$ cat src/design/hkvt_pkg.sv
// Shared constants and types for the hashed key-value table.
// Used by hkvt_mix_unit and hashed_key_value_table; depends on nothing.
`default_nettype none
package hkvt_pkg;

    // table geometry
    localparam int BUCKET_BITS = 3;
    localparam int WAYS        = 4;
    localparam int VALUE_BYTES = 8;

    localparam int BUCKETS = 1 << BUCKET_BITS;
    localparam int ENTRIES = BUCKETS * WAYS;
    localparam int IDX_W   = $clog2(ENTRIES);
    localparam int WAY_W   = (WAYS > 1) ? $clog2(WAYS) : 1;
    localparam int CNT_W   = $clog2(WAYS + 1);
    localparam int VALUE_W = 8 * VALUE_BYTES;

    // field widths
    localparam int KEY_W  = 32;
    localparam int DATA_W = 64;

    // murmur3 finalizer multipliers
    localparam logic [31:0] MIX_C1 = 32'h85eb_ca6b;
    localparam logic [31:0] MIX_C2 = 32'hc2b2_ae35;

    // operation codes
    localparam logic [1:0] OP_INSERT = 2'd0;
    localparam logic [1:0] OP_REMOVE = 2'd1;
    localparam logic [1:0] OP_LOOKUP = 2'd2;

    // status codes
    localparam logic [1:0] ST_OK   = 2'd0;
    localparam logic [1:0] ST_DUP  = 2'd1;
    localparam logic [1:0] ST_MISS = 2'd2;
    localparam logic [1:0] ST_FULL = 2'd3;

    // sequencer controls for the hash unit
    typedef struct packed {
        logic load;   // take a new key
        logic mul1;   // first multiply round
        logic mul2;   // second multiply round
    } mix_ctl_t;

endpackage
`default_nettype wire

$ cat src/design/hkvt_mix_unit.sv
// murmur3 32-bit finalizer, one shared 32x32 multiplier used over two rounds.
// Depends on hkvt_pkg (constants, mix_ctl_t).
`default_nettype none
module hkvt_mix_unit (
    input  wire logic                  aclk,
    input  wire logic [31:0]           key,
    input  wire hkvt_pkg::mix_ctl_t    ctl,
    output logic [31:0]                hash
);

    logic [31:0] h_reg;
    logic [31:0] mult_sel;
    logic [31:0] prod;

    assign mult_sel = ctl.mul1 ? hkvt_pkg::MIX_C1 : hkvt_pkg::MIX_C2;
    // only the low word of the product is kept
    assign prod     = h_reg * mult_sel;

    always_ff @(posedge aclk) begin
        if (ctl.load) begin
            h_reg <= key ^ (key >> 16);
        end else if (ctl.mul1) begin
            h_reg <= prod ^ (prod >> 13);
        end else if (ctl.mul2) begin
            h_reg <= prod ^ (prod >> 16);
        end
    end

    assign hash = h_reg;

endmodule
`default_nettype wire

$ cat src/design/hashed_key_value_table.sv
// Hashed key-value table, bucket from murmur3 fmix32 of the key; uses hkvt_pkg, hkvt_mix_unit.
// A result is loaded into the output register for m_valid in S_EXEC, after S_MUL1, S_MUL2, S_PROBE.
// One item at a time: s_ready is high only in S_IDLE, so the next item waits out two rounds of the
// shared multiplier, the way probe through the single read port of the entry memory, and S_EXEC.
// Reset: synchronous active-low aresetn clears all entry valid bits and the sequencer;
// key and value storage is not cleared. s_ready stays low while aresetn is low.
`default_nettype none
module hashed_key_value_table (
    input  wire logic        aclk,
    input  wire logic        aresetn,
    // request items
    input  wire logic        s_valid,
    output logic             s_ready,
    input  wire logic [1:0]  s_op,
    input  wire logic [31:0] s_key,
    input  wire logic [63:0] s_value,
    // result items
    output logic             m_valid,
    input  wire logic        m_ready,
    output logic [1:0]       m_status,
    output logic [31:0]      m_key_out,
    output logic [63:0]      m_value_out
);

    typedef enum logic [2:0] {
        S_IDLE,
        S_MUL1,
        S_MUL2,
        S_PROBE,
        S_EXEC
    } state_t;

    state_t state_reg;

    // request held for the whole item
    logic [1:0]                          op_reg;
    logic [hkvt_pkg::KEY_W-1:0]          key_reg;
    logic [hkvt_pkg::VALUE_W-1:0]        val_reg;

    // probe sequencing
    logic [hkvt_pkg::CNT_W-1:0]          cnt_reg;
    logic                                cmp_pend_reg;
    logic [hkvt_pkg::WAY_W-1:0]          cmp_way_reg;
    logic                                hit_found_reg;
    logic [hkvt_pkg::WAY_W-1:0]          hit_way_reg;
    logic [hkvt_pkg::VALUE_W-1:0]        hit_val_reg;
    logic                                free_found_reg;
    logic [hkvt_pkg::WAY_W-1:0]          free_way_reg;

    // entry storage: valid bits in flops, key/value in memory
    logic [hkvt_pkg::ENTRIES-1:0]        valid_reg;
    logic [hkvt_pkg::KEY_W-1:0]          key_mem   [hkvt_pkg::ENTRIES];
    logic [hkvt_pkg::VALUE_W-1:0]        val_mem   [hkvt_pkg::ENTRIES];
    logic [hkvt_pkg::KEY_W-1:0]          rd_key_reg;
    logic [hkvt_pkg::VALUE_W-1:0]        rd_val_reg;

    // output register
    logic                                m_valid_reg;
    logic [1:0]                          m_status_reg;
    logic [hkvt_pkg::KEY_W-1:0]          m_key_reg;
    logic [hkvt_pkg::DATA_W-1:0]         m_value_reg;

    // hash unit
    hkvt_pkg::mix_ctl_t                  mix_ctl;
    logic [31:0]                         hash;
    logic [hkvt_pkg::BUCKET_BITS-1:0]    bucket;

    logic                                s_fire;
    logic                                issue;
    logic [hkvt_pkg::WAY_W-1:0]          issue_way;
    logic [hkvt_pkg::IDX_W-1:0]          rd_idx;
    logic [hkvt_pkg::IDX_W-1:0]          cmp_idx;
    logic [hkvt_pkg::IDX_W-1:0]          hit_idx;
    logic [hkvt_pkg::IDX_W-1:0]          free_idx;
    logic                                out_free;
    logic                                exec_go;

    // result of the execute step
    logic [1:0]                          res_status;
    logic [hkvt_pkg::DATA_W-1:0]         res_value;
    logic                                mem_we;
    logic                                clr_hit;

    function automatic logic [hkvt_pkg::IDX_W-1:0] entry_idx(
        input logic [hkvt_pkg::BUCKET_BITS-1:0] b,
        input logic [hkvt_pkg::WAY_W-1:0]       w
    );
        logic [hkvt_pkg::IDX_W-1:0] base;
        base = hkvt_pkg::IDX_W'(b) * hkvt_pkg::IDX_W'(hkvt_pkg::WAYS);
        return base + hkvt_pkg::IDX_W'(w);
    endfunction

    // no item is taken while reset is held
    assign s_ready = aresetn && (state_reg == S_IDLE);
    assign s_fire  = s_valid && s_ready;

    assign mix_ctl.load = s_fire;
    assign mix_ctl.mul1 = (state_reg == S_MUL1);
    assign mix_ctl.mul2 = (state_reg == S_MUL2);

    hkvt_mix_unit u_mix (
        .aclk (aclk),
        .key  (s_key),
        .ctl  (mix_ctl),
        .hash (hash)
    );

    // bucket = top bits of the finished hash, stable through probe and execute
    assign bucket = hash[31 -: hkvt_pkg::BUCKET_BITS];

    assign issue     = (state_reg == S_PROBE) &&
                       (cnt_reg < hkvt_pkg::CNT_W'(hkvt_pkg::WAYS));
    assign issue_way = cnt_reg[hkvt_pkg::WAY_W-1:0];
    assign rd_idx    = entry_idx(bucket, issue_way);
    assign cmp_idx   = entry_idx(bucket, cmp_way_reg);
    assign hit_idx   = entry_idx(bucket, hit_way_reg);
    assign free_idx  = entry_idx(bucket, free_way_reg);

    // output stage free to take a new result
    assign out_free = !m_valid_reg || m_ready;
    assign exec_go  = (state_reg == S_EXEC) && out_free;

    always_comb begin
        res_status = hkvt_pkg::ST_MISS;
        res_value  = '0;
        mem_we     = 1'b0;
        clr_hit    = 1'b0;
        case (op_reg)
            hkvt_pkg::OP_INSERT: begin
                if (hit_found_reg) begin
                    res_status = hkvt_pkg::ST_DUP;
                end else if (!free_found_reg) begin
                    res_status = hkvt_pkg::ST_FULL;
                end else begin
                    res_status = hkvt_pkg::ST_OK;
                    res_value  = hkvt_pkg::DATA_W'(val_reg);
                    mem_we     = exec_go;
                end
            end
            hkvt_pkg::OP_REMOVE: begin
                // a miss on remove still reports ok
                res_status = hkvt_pkg::ST_OK;
                res_value  = hkvt_pkg::DATA_W'(val_reg);
                clr_hit    = exec_go && hit_found_reg;
            end
            hkvt_pkg::OP_LOOKUP: begin
                if (hit_found_reg) begin
                    res_status = hkvt_pkg::ST_OK;
                    res_value  = hkvt_pkg::DATA_W'(hit_val_reg);
                end
            end
            default: begin
                res_status = hkvt_pkg::ST_MISS;
            end
        endcase
    end

    // entry memory: one write, one registered read per cycle
    always_ff @(posedge aclk) begin
        if (mem_we) begin
            key_mem[free_idx] <= key_reg;
            val_mem[free_idx] <= val_reg;
        end
        if (issue) begin
            rd_key_reg <= key_mem[rd_idx];
            rd_val_reg <= val_mem[rd_idx];
        end
    end

    // sequencer, probe tracking, valid bits and output register
    always_ff @(posedge aclk) begin
        if (!aresetn) begin
            state_reg      <= S_IDLE;
            valid_reg      <= '0;
            cmp_pend_reg   <= 1'b0;
            hit_found_reg  <= 1'b0;
            free_found_reg <= 1'b0;
            cnt_reg        <= '0;
            m_valid_reg    <= 1'b0;
        end else begin
            // a result taken in the cycle a new one is loaded is replaced below
            if (m_valid_reg && m_ready && !exec_go) begin
                m_valid_reg <= 1'b0;
            end

            cmp_pend_reg <= issue;
            if (issue) begin
                cmp_way_reg <= issue_way;
                cnt_reg     <= cnt_reg + 1'b1;
            end

            // compare the entry read last cycle; first matching way wins,
            // first free way is the insert slot
            if (cmp_pend_reg) begin
                if (valid_reg[cmp_idx]) begin
                    if (!hit_found_reg && (rd_key_reg == key_reg)) begin
                        hit_found_reg <= 1'b1;
                        hit_way_reg   <= cmp_way_reg;
                        hit_val_reg   <= rd_val_reg;
                    end
                end else if (!free_found_reg) begin
                    free_found_reg <= 1'b1;
                    free_way_reg   <= cmp_way_reg;
                end
            end

            case (state_reg)
                S_IDLE: begin
                    if (s_fire) begin
                        op_reg         <= s_op;
                        key_reg        <= s_key;
                        val_reg        <= s_value[hkvt_pkg::VALUE_W-1:0];
                        hit_found_reg  <= 1'b0;
                        free_found_reg <= 1'b0;
                        cnt_reg        <= '0;
                        state_reg      <= S_MUL1;
                    end
                end
                S_MUL1: begin
                    state_reg <= S_MUL2;
                end
                S_MUL2: begin
                    state_reg <= S_PROBE;
                end
                S_PROBE: begin
                    // last way is compared in the cycle nothing is issued
                    if (!issue) begin
                        state_reg <= S_EXEC;
                    end
                end
                S_EXEC: begin
                    if (out_free) begin
                        m_valid_reg  <= 1'b1;
                        m_status_reg <= res_status;
                        m_key_reg    <= key_reg;
                        m_value_reg  <= res_value;
                        if (mem_we) begin
                            valid_reg[free_idx] <= 1'b1;
                        end
                        if (clr_hit) begin
                            valid_reg[hit_idx] <= 1'b0;
                        end
                        state_reg <= S_IDLE;
                    end
                end
                default: begin
                    state_reg <= S_IDLE;
                end
            endcase
        end
    end

    assign m_valid     = m_valid_reg;
    assign m_status    = m_status_reg;
    assign m_key_out   = m_key_reg;
    assign m_value_out = m_value_reg;

    // only ok results carry a value
    a_value_only_on_ok: assert property (@(posedge aclk) disable iff (!aresetn)
        (m_valid && (m_status != hkvt_pkg::ST_OK)) |-> (m_value_out == '0))
        else $error("nonzero value on a failed result");

    // a way is never both a hit and the free slot
    a_hit_free_apart: assert property (@(posedge aclk) disable iff (!aresetn)
        (hit_found_reg && free_found_reg) |-> (hit_way_reg != free_way_reg))
        else $error("hit way and free way coincide");

    // a duplicate only comes from an insert
    a_dup_from_insert: assert property (@(posedge aclk) disable iff (!aresetn)
        (exec_go && (res_status == hkvt_pkg::ST_DUP)) |-> (op_reg == hkvt_pkg::OP_INSERT))
        else $error("duplicate status on a non-insert");

    // an insert write leaves the slot valid
    a_insert_sets_valid: assert property (@(posedge aclk) disable iff (!aresetn)
        mem_we |=> valid_reg[$past(free_idx)])
        else $error("inserted entry not marked valid");

    // a new result only comes out of the execute step
    a_result_from_exec: assert property (@(posedge aclk) disable iff (!aresetn)
        $rose(m_valid) |-> ($past(state_reg) == S_EXEC))
        else $error("result raised outside execute");

endmodule
`default_nettype wire

$ cat config.mk
export PLATFORM = sky130hd
export DESIGN_NAME = hashed_key_value_table
export DESIGN_NICKNAME = d
export VERILOG_FILES = /design/src/design/hkvt_pkg.sv /design/src/design/hkvt_mix_unit.sv /design/src/design/hashed_key_value_table.sv
export SDC_FILE = /design/constraint.sdc
export NUM_CORES = 2
export LEC_CHECK = 0
export BUFFER_PORTS_ARGS = -buffer_cell sky130_fd_sc_hd__buf_2
export CAP_MARGIN = 20
export CORE_MARGIN = 1
export CORE_UTILIZATION = 35
export DETAILED_ROUTE_END_ITERATION = 6
export PLACE_DENSITY = 0.6
export SYNTH_ARGS = -nofsm -noshare
export SYNTH_HDL_FRONTEND = slang
export SYNTH_SLANG_ARGS = --single-unit
export TNS_END_PERCENT = 50
$ cat constraint.sdc
create_clock -name aclk -period 9.8 [get_ports aclk]
set_input_delay 0.49 -clock aclk [delete_from_list [all_inputs] [get_ports aclk]]
set_output_delay 0.49 -clock aclk [all_outputs]
set_load 0.005 [all_outputs]
==> out/qor.csv <==
metric;value;unit
run_status;finished clean;
crit_path_start_kind;flop;
worstPathRequired;10.40;ns
yosysSeqAreaShare;74.01;%
crit_arrival;9.54;ns
ys.flop_type;edfxtp_1;
gp_congestion;0.8676;
num_rows;233;
routedWlPerCell;31.46;um
startpoint;state_reg[2];
reg2reg_depth;24;
nNetsFinal;7785;
ys_top_cells_by_area;edfxtp_1 73%, mux4_2 12%, fa_1 3.7%;
cts_sinks;3508;
hp-class;in2reg;
cts_root_buf;clkbuf_16;
initial_core_util;35.19;%
synth-edff-count;3466;
io_pins;202;
syn_inst;6748;
final-seq-area;0.1049;mm^2
final_cell_mix;3466 x edfxtp_1, 776 x mux4_2, 389 x a22oi_1;
endpoint;u_mix.hash[14];
fmax;111.8;MHz
synth_area;0.1418;mm^2
final.min_clock_period;8.941;ns
tightest_slew;1.209;ns
syn_area_per_cell;21.01;um^2
synthDistinctLibCells;72;
cp-end-kind;flop;
drt_wl_total;405900;um
hold_viol;0;
via_count;71450;
synthArstFlopShare;0;%
largest_reg_flops;2048;
critPathMaxFanout;34;
cts_htree_levels;5;
fillCellCount;35690;
fin_crit_sh;91.23;%
final_common_cell;edfxtp_1;
hold_slack;0.05086;ns
clk_latency;0.92;ns
timing.slew.headroom;19.38;%
rsz0062_at_grt;false;
synth_fp_nets;7307;
synth-seq-cells;3508;
die_h;638.4;um
largest_registers;val_mem x2048, key_mem x1024;
setup_viol;0;
crit_type;reg2reg;
grt_usage;19.53;%
cts_setup_buffers;0;
die-area;0.4076;mm^2
clock_skew;0.07067;ns
dieWidth;638.4;um
detail-route-antenna-nets;0;
yosysTopAreaCellShare;73.41;%
grt_max_degree;149;
grt_pass1_wl;566700;um
yosys_warnings;0;
r2r_end;u_mix.hash[14];
synth_area_leader_cell;edfxtp_1;
r2r_slack;0.86;ns
vias_per_cell;5.538;
multi_input_area;0.03457;mm^2
path_clk_slew;0.06;ns
port_buffers;201;
top_register;val_mem;
maxCapViolations;0;
overflow;0;
cts.path.max_buffers;4;
antenna_found_initial;19;
layout-drive-gt1-share;23.46;%
timing.rr.start;state_reg[2];
cts_tree;built;
grt_pass1_vias;73050;
drtIter0Drc;9274;
dp_hpwl;221000;um
syn_to_final_growth;14.32;%
drc;0;
core-area;0.4029;mm^2
slew_viol_final;0;
tns;0;ns
numCtsBuffers;336;
firstDrtPassIters;6;
==> critical path, stage by stage, from the launching register on <==
cell      delay [ns]
dfxtp_1         0.55
or3b_2          0.74
buf_4           0.47
and2_1          0.30
ha_1            0.29
fa_1            0.48
fa_1            0.50
inv_1           0.06
fa_1            0.53
inv_1           0.06
fa_1            0.48
fa_1            0.57
fa_1            0.43
fa_1            0.45
ha_1            0.37
and4_1          0.24
a221o_1         0.34
a21o_1          0.18
a21o_1          0.22
o41ai_4         0.45
o21bai_1        0.11
a211oi_1        0.32
or2_1           0.18
mux2i_1         0.19
o311ai_1        0.12
==> worst min-delay path by stage <==
stage                      endpoint           start  cells past startpoint
floorplan            hit_val_reg[0]   rd_val_reg[0]                      0
global placement     hit_val_reg[3]   rd_val_reg[3]                      0
detailed placement  hit_val_reg[24]  rd_val_reg[24]                      0
CTS                      key_reg[0]        s_key[0]                      1
global route             key_reg[0]        s_key[0]                      1
finish                   key_reg[0]        s_key[0]                      1
==> stage by stage <==
stage	instances	setup WS, ns	cell area [um^2]	util, %
final	12900	0.8590	162100	40.23
after global routing	12900	0.4405	162100	40.22
after CTS	12880	0.9425	161800	40.16
after detailed placement	12200	0.9471	150000	37.24
after global placement	12190	1.019	150000	37.23
after floorplan	6748	0.8775	141800	-
==> synth_stat cells (all sizes together) (3+ instances only) <==
master	number
edfxtp	3466
mux4	776
a22oi	389
inv	313
fa	263
clkbuf	255
ha	194
nand2	121
xnor2	113
nand4	99
buf	97
xor2	75
nor2	71
a22o	64
nor3	52
o21ai	49
and3	45
dfxtp	42
a21oi	37
and2	33
or2	26
a31oi	20
a21o	14
nand3	14
o21a	14
mux2i	13
o221a	12
nand2b	8
nor4	8
o211ai	6
nor3b	5
o21bai	5
or3	5
a211oi	4
a31o	4
a21boi	3
nor2b	3
==> per-layer routing <==
| layer | vias up | global-route usage [%] | wire length (um) |
|---|---|---|---|
| met1 | 39080 | 26.20 | 161600 |
| li1 | 28540 | - | - |
| met4 | 6 | 6.240 | 13190 |
| met2 | 3236 | 32.79 | 200700 |
| met3 | 588 | 2.878 | 30410 |
| met5 | - | 0 | 34 |
==> area by class of cell <==
class / instances / area share, %
Sequential cell: 3508 / 64.74
Timing Repair Buffer: 492 / 2.290
Antenna cell: 13 / 0.02007
Multi-Input combinational cell: 2574 / 21.33
Tap cell: 5405 / 4.173
Clock buffer: 414 / 5.524
Clock inverter: 182 / 1.189
Inverter: 314 / 0.7319
==> cells by family after synthesis <==
kind of cell	share of synthesized area [%]
flip-flops	74.01
AND/OR/NAND/NOR	1.811
multiplexers	12.43
adder cells (fa/ha/maj)	5.426
AO/OA/AOI/OAI	3.356
XOR/XNOR	1.183
buffers and inverters	1.785
other	0.005297
==> repair_timing <==
action                    4_1_cts  5_1_grt
hold buffers                   89        0
resized for setup               0        0
hold endpoints to repair       90        0
Power is not shown: default switching activity piles up to over one toggle a cycle in this logic, so the estimate is an artifact.
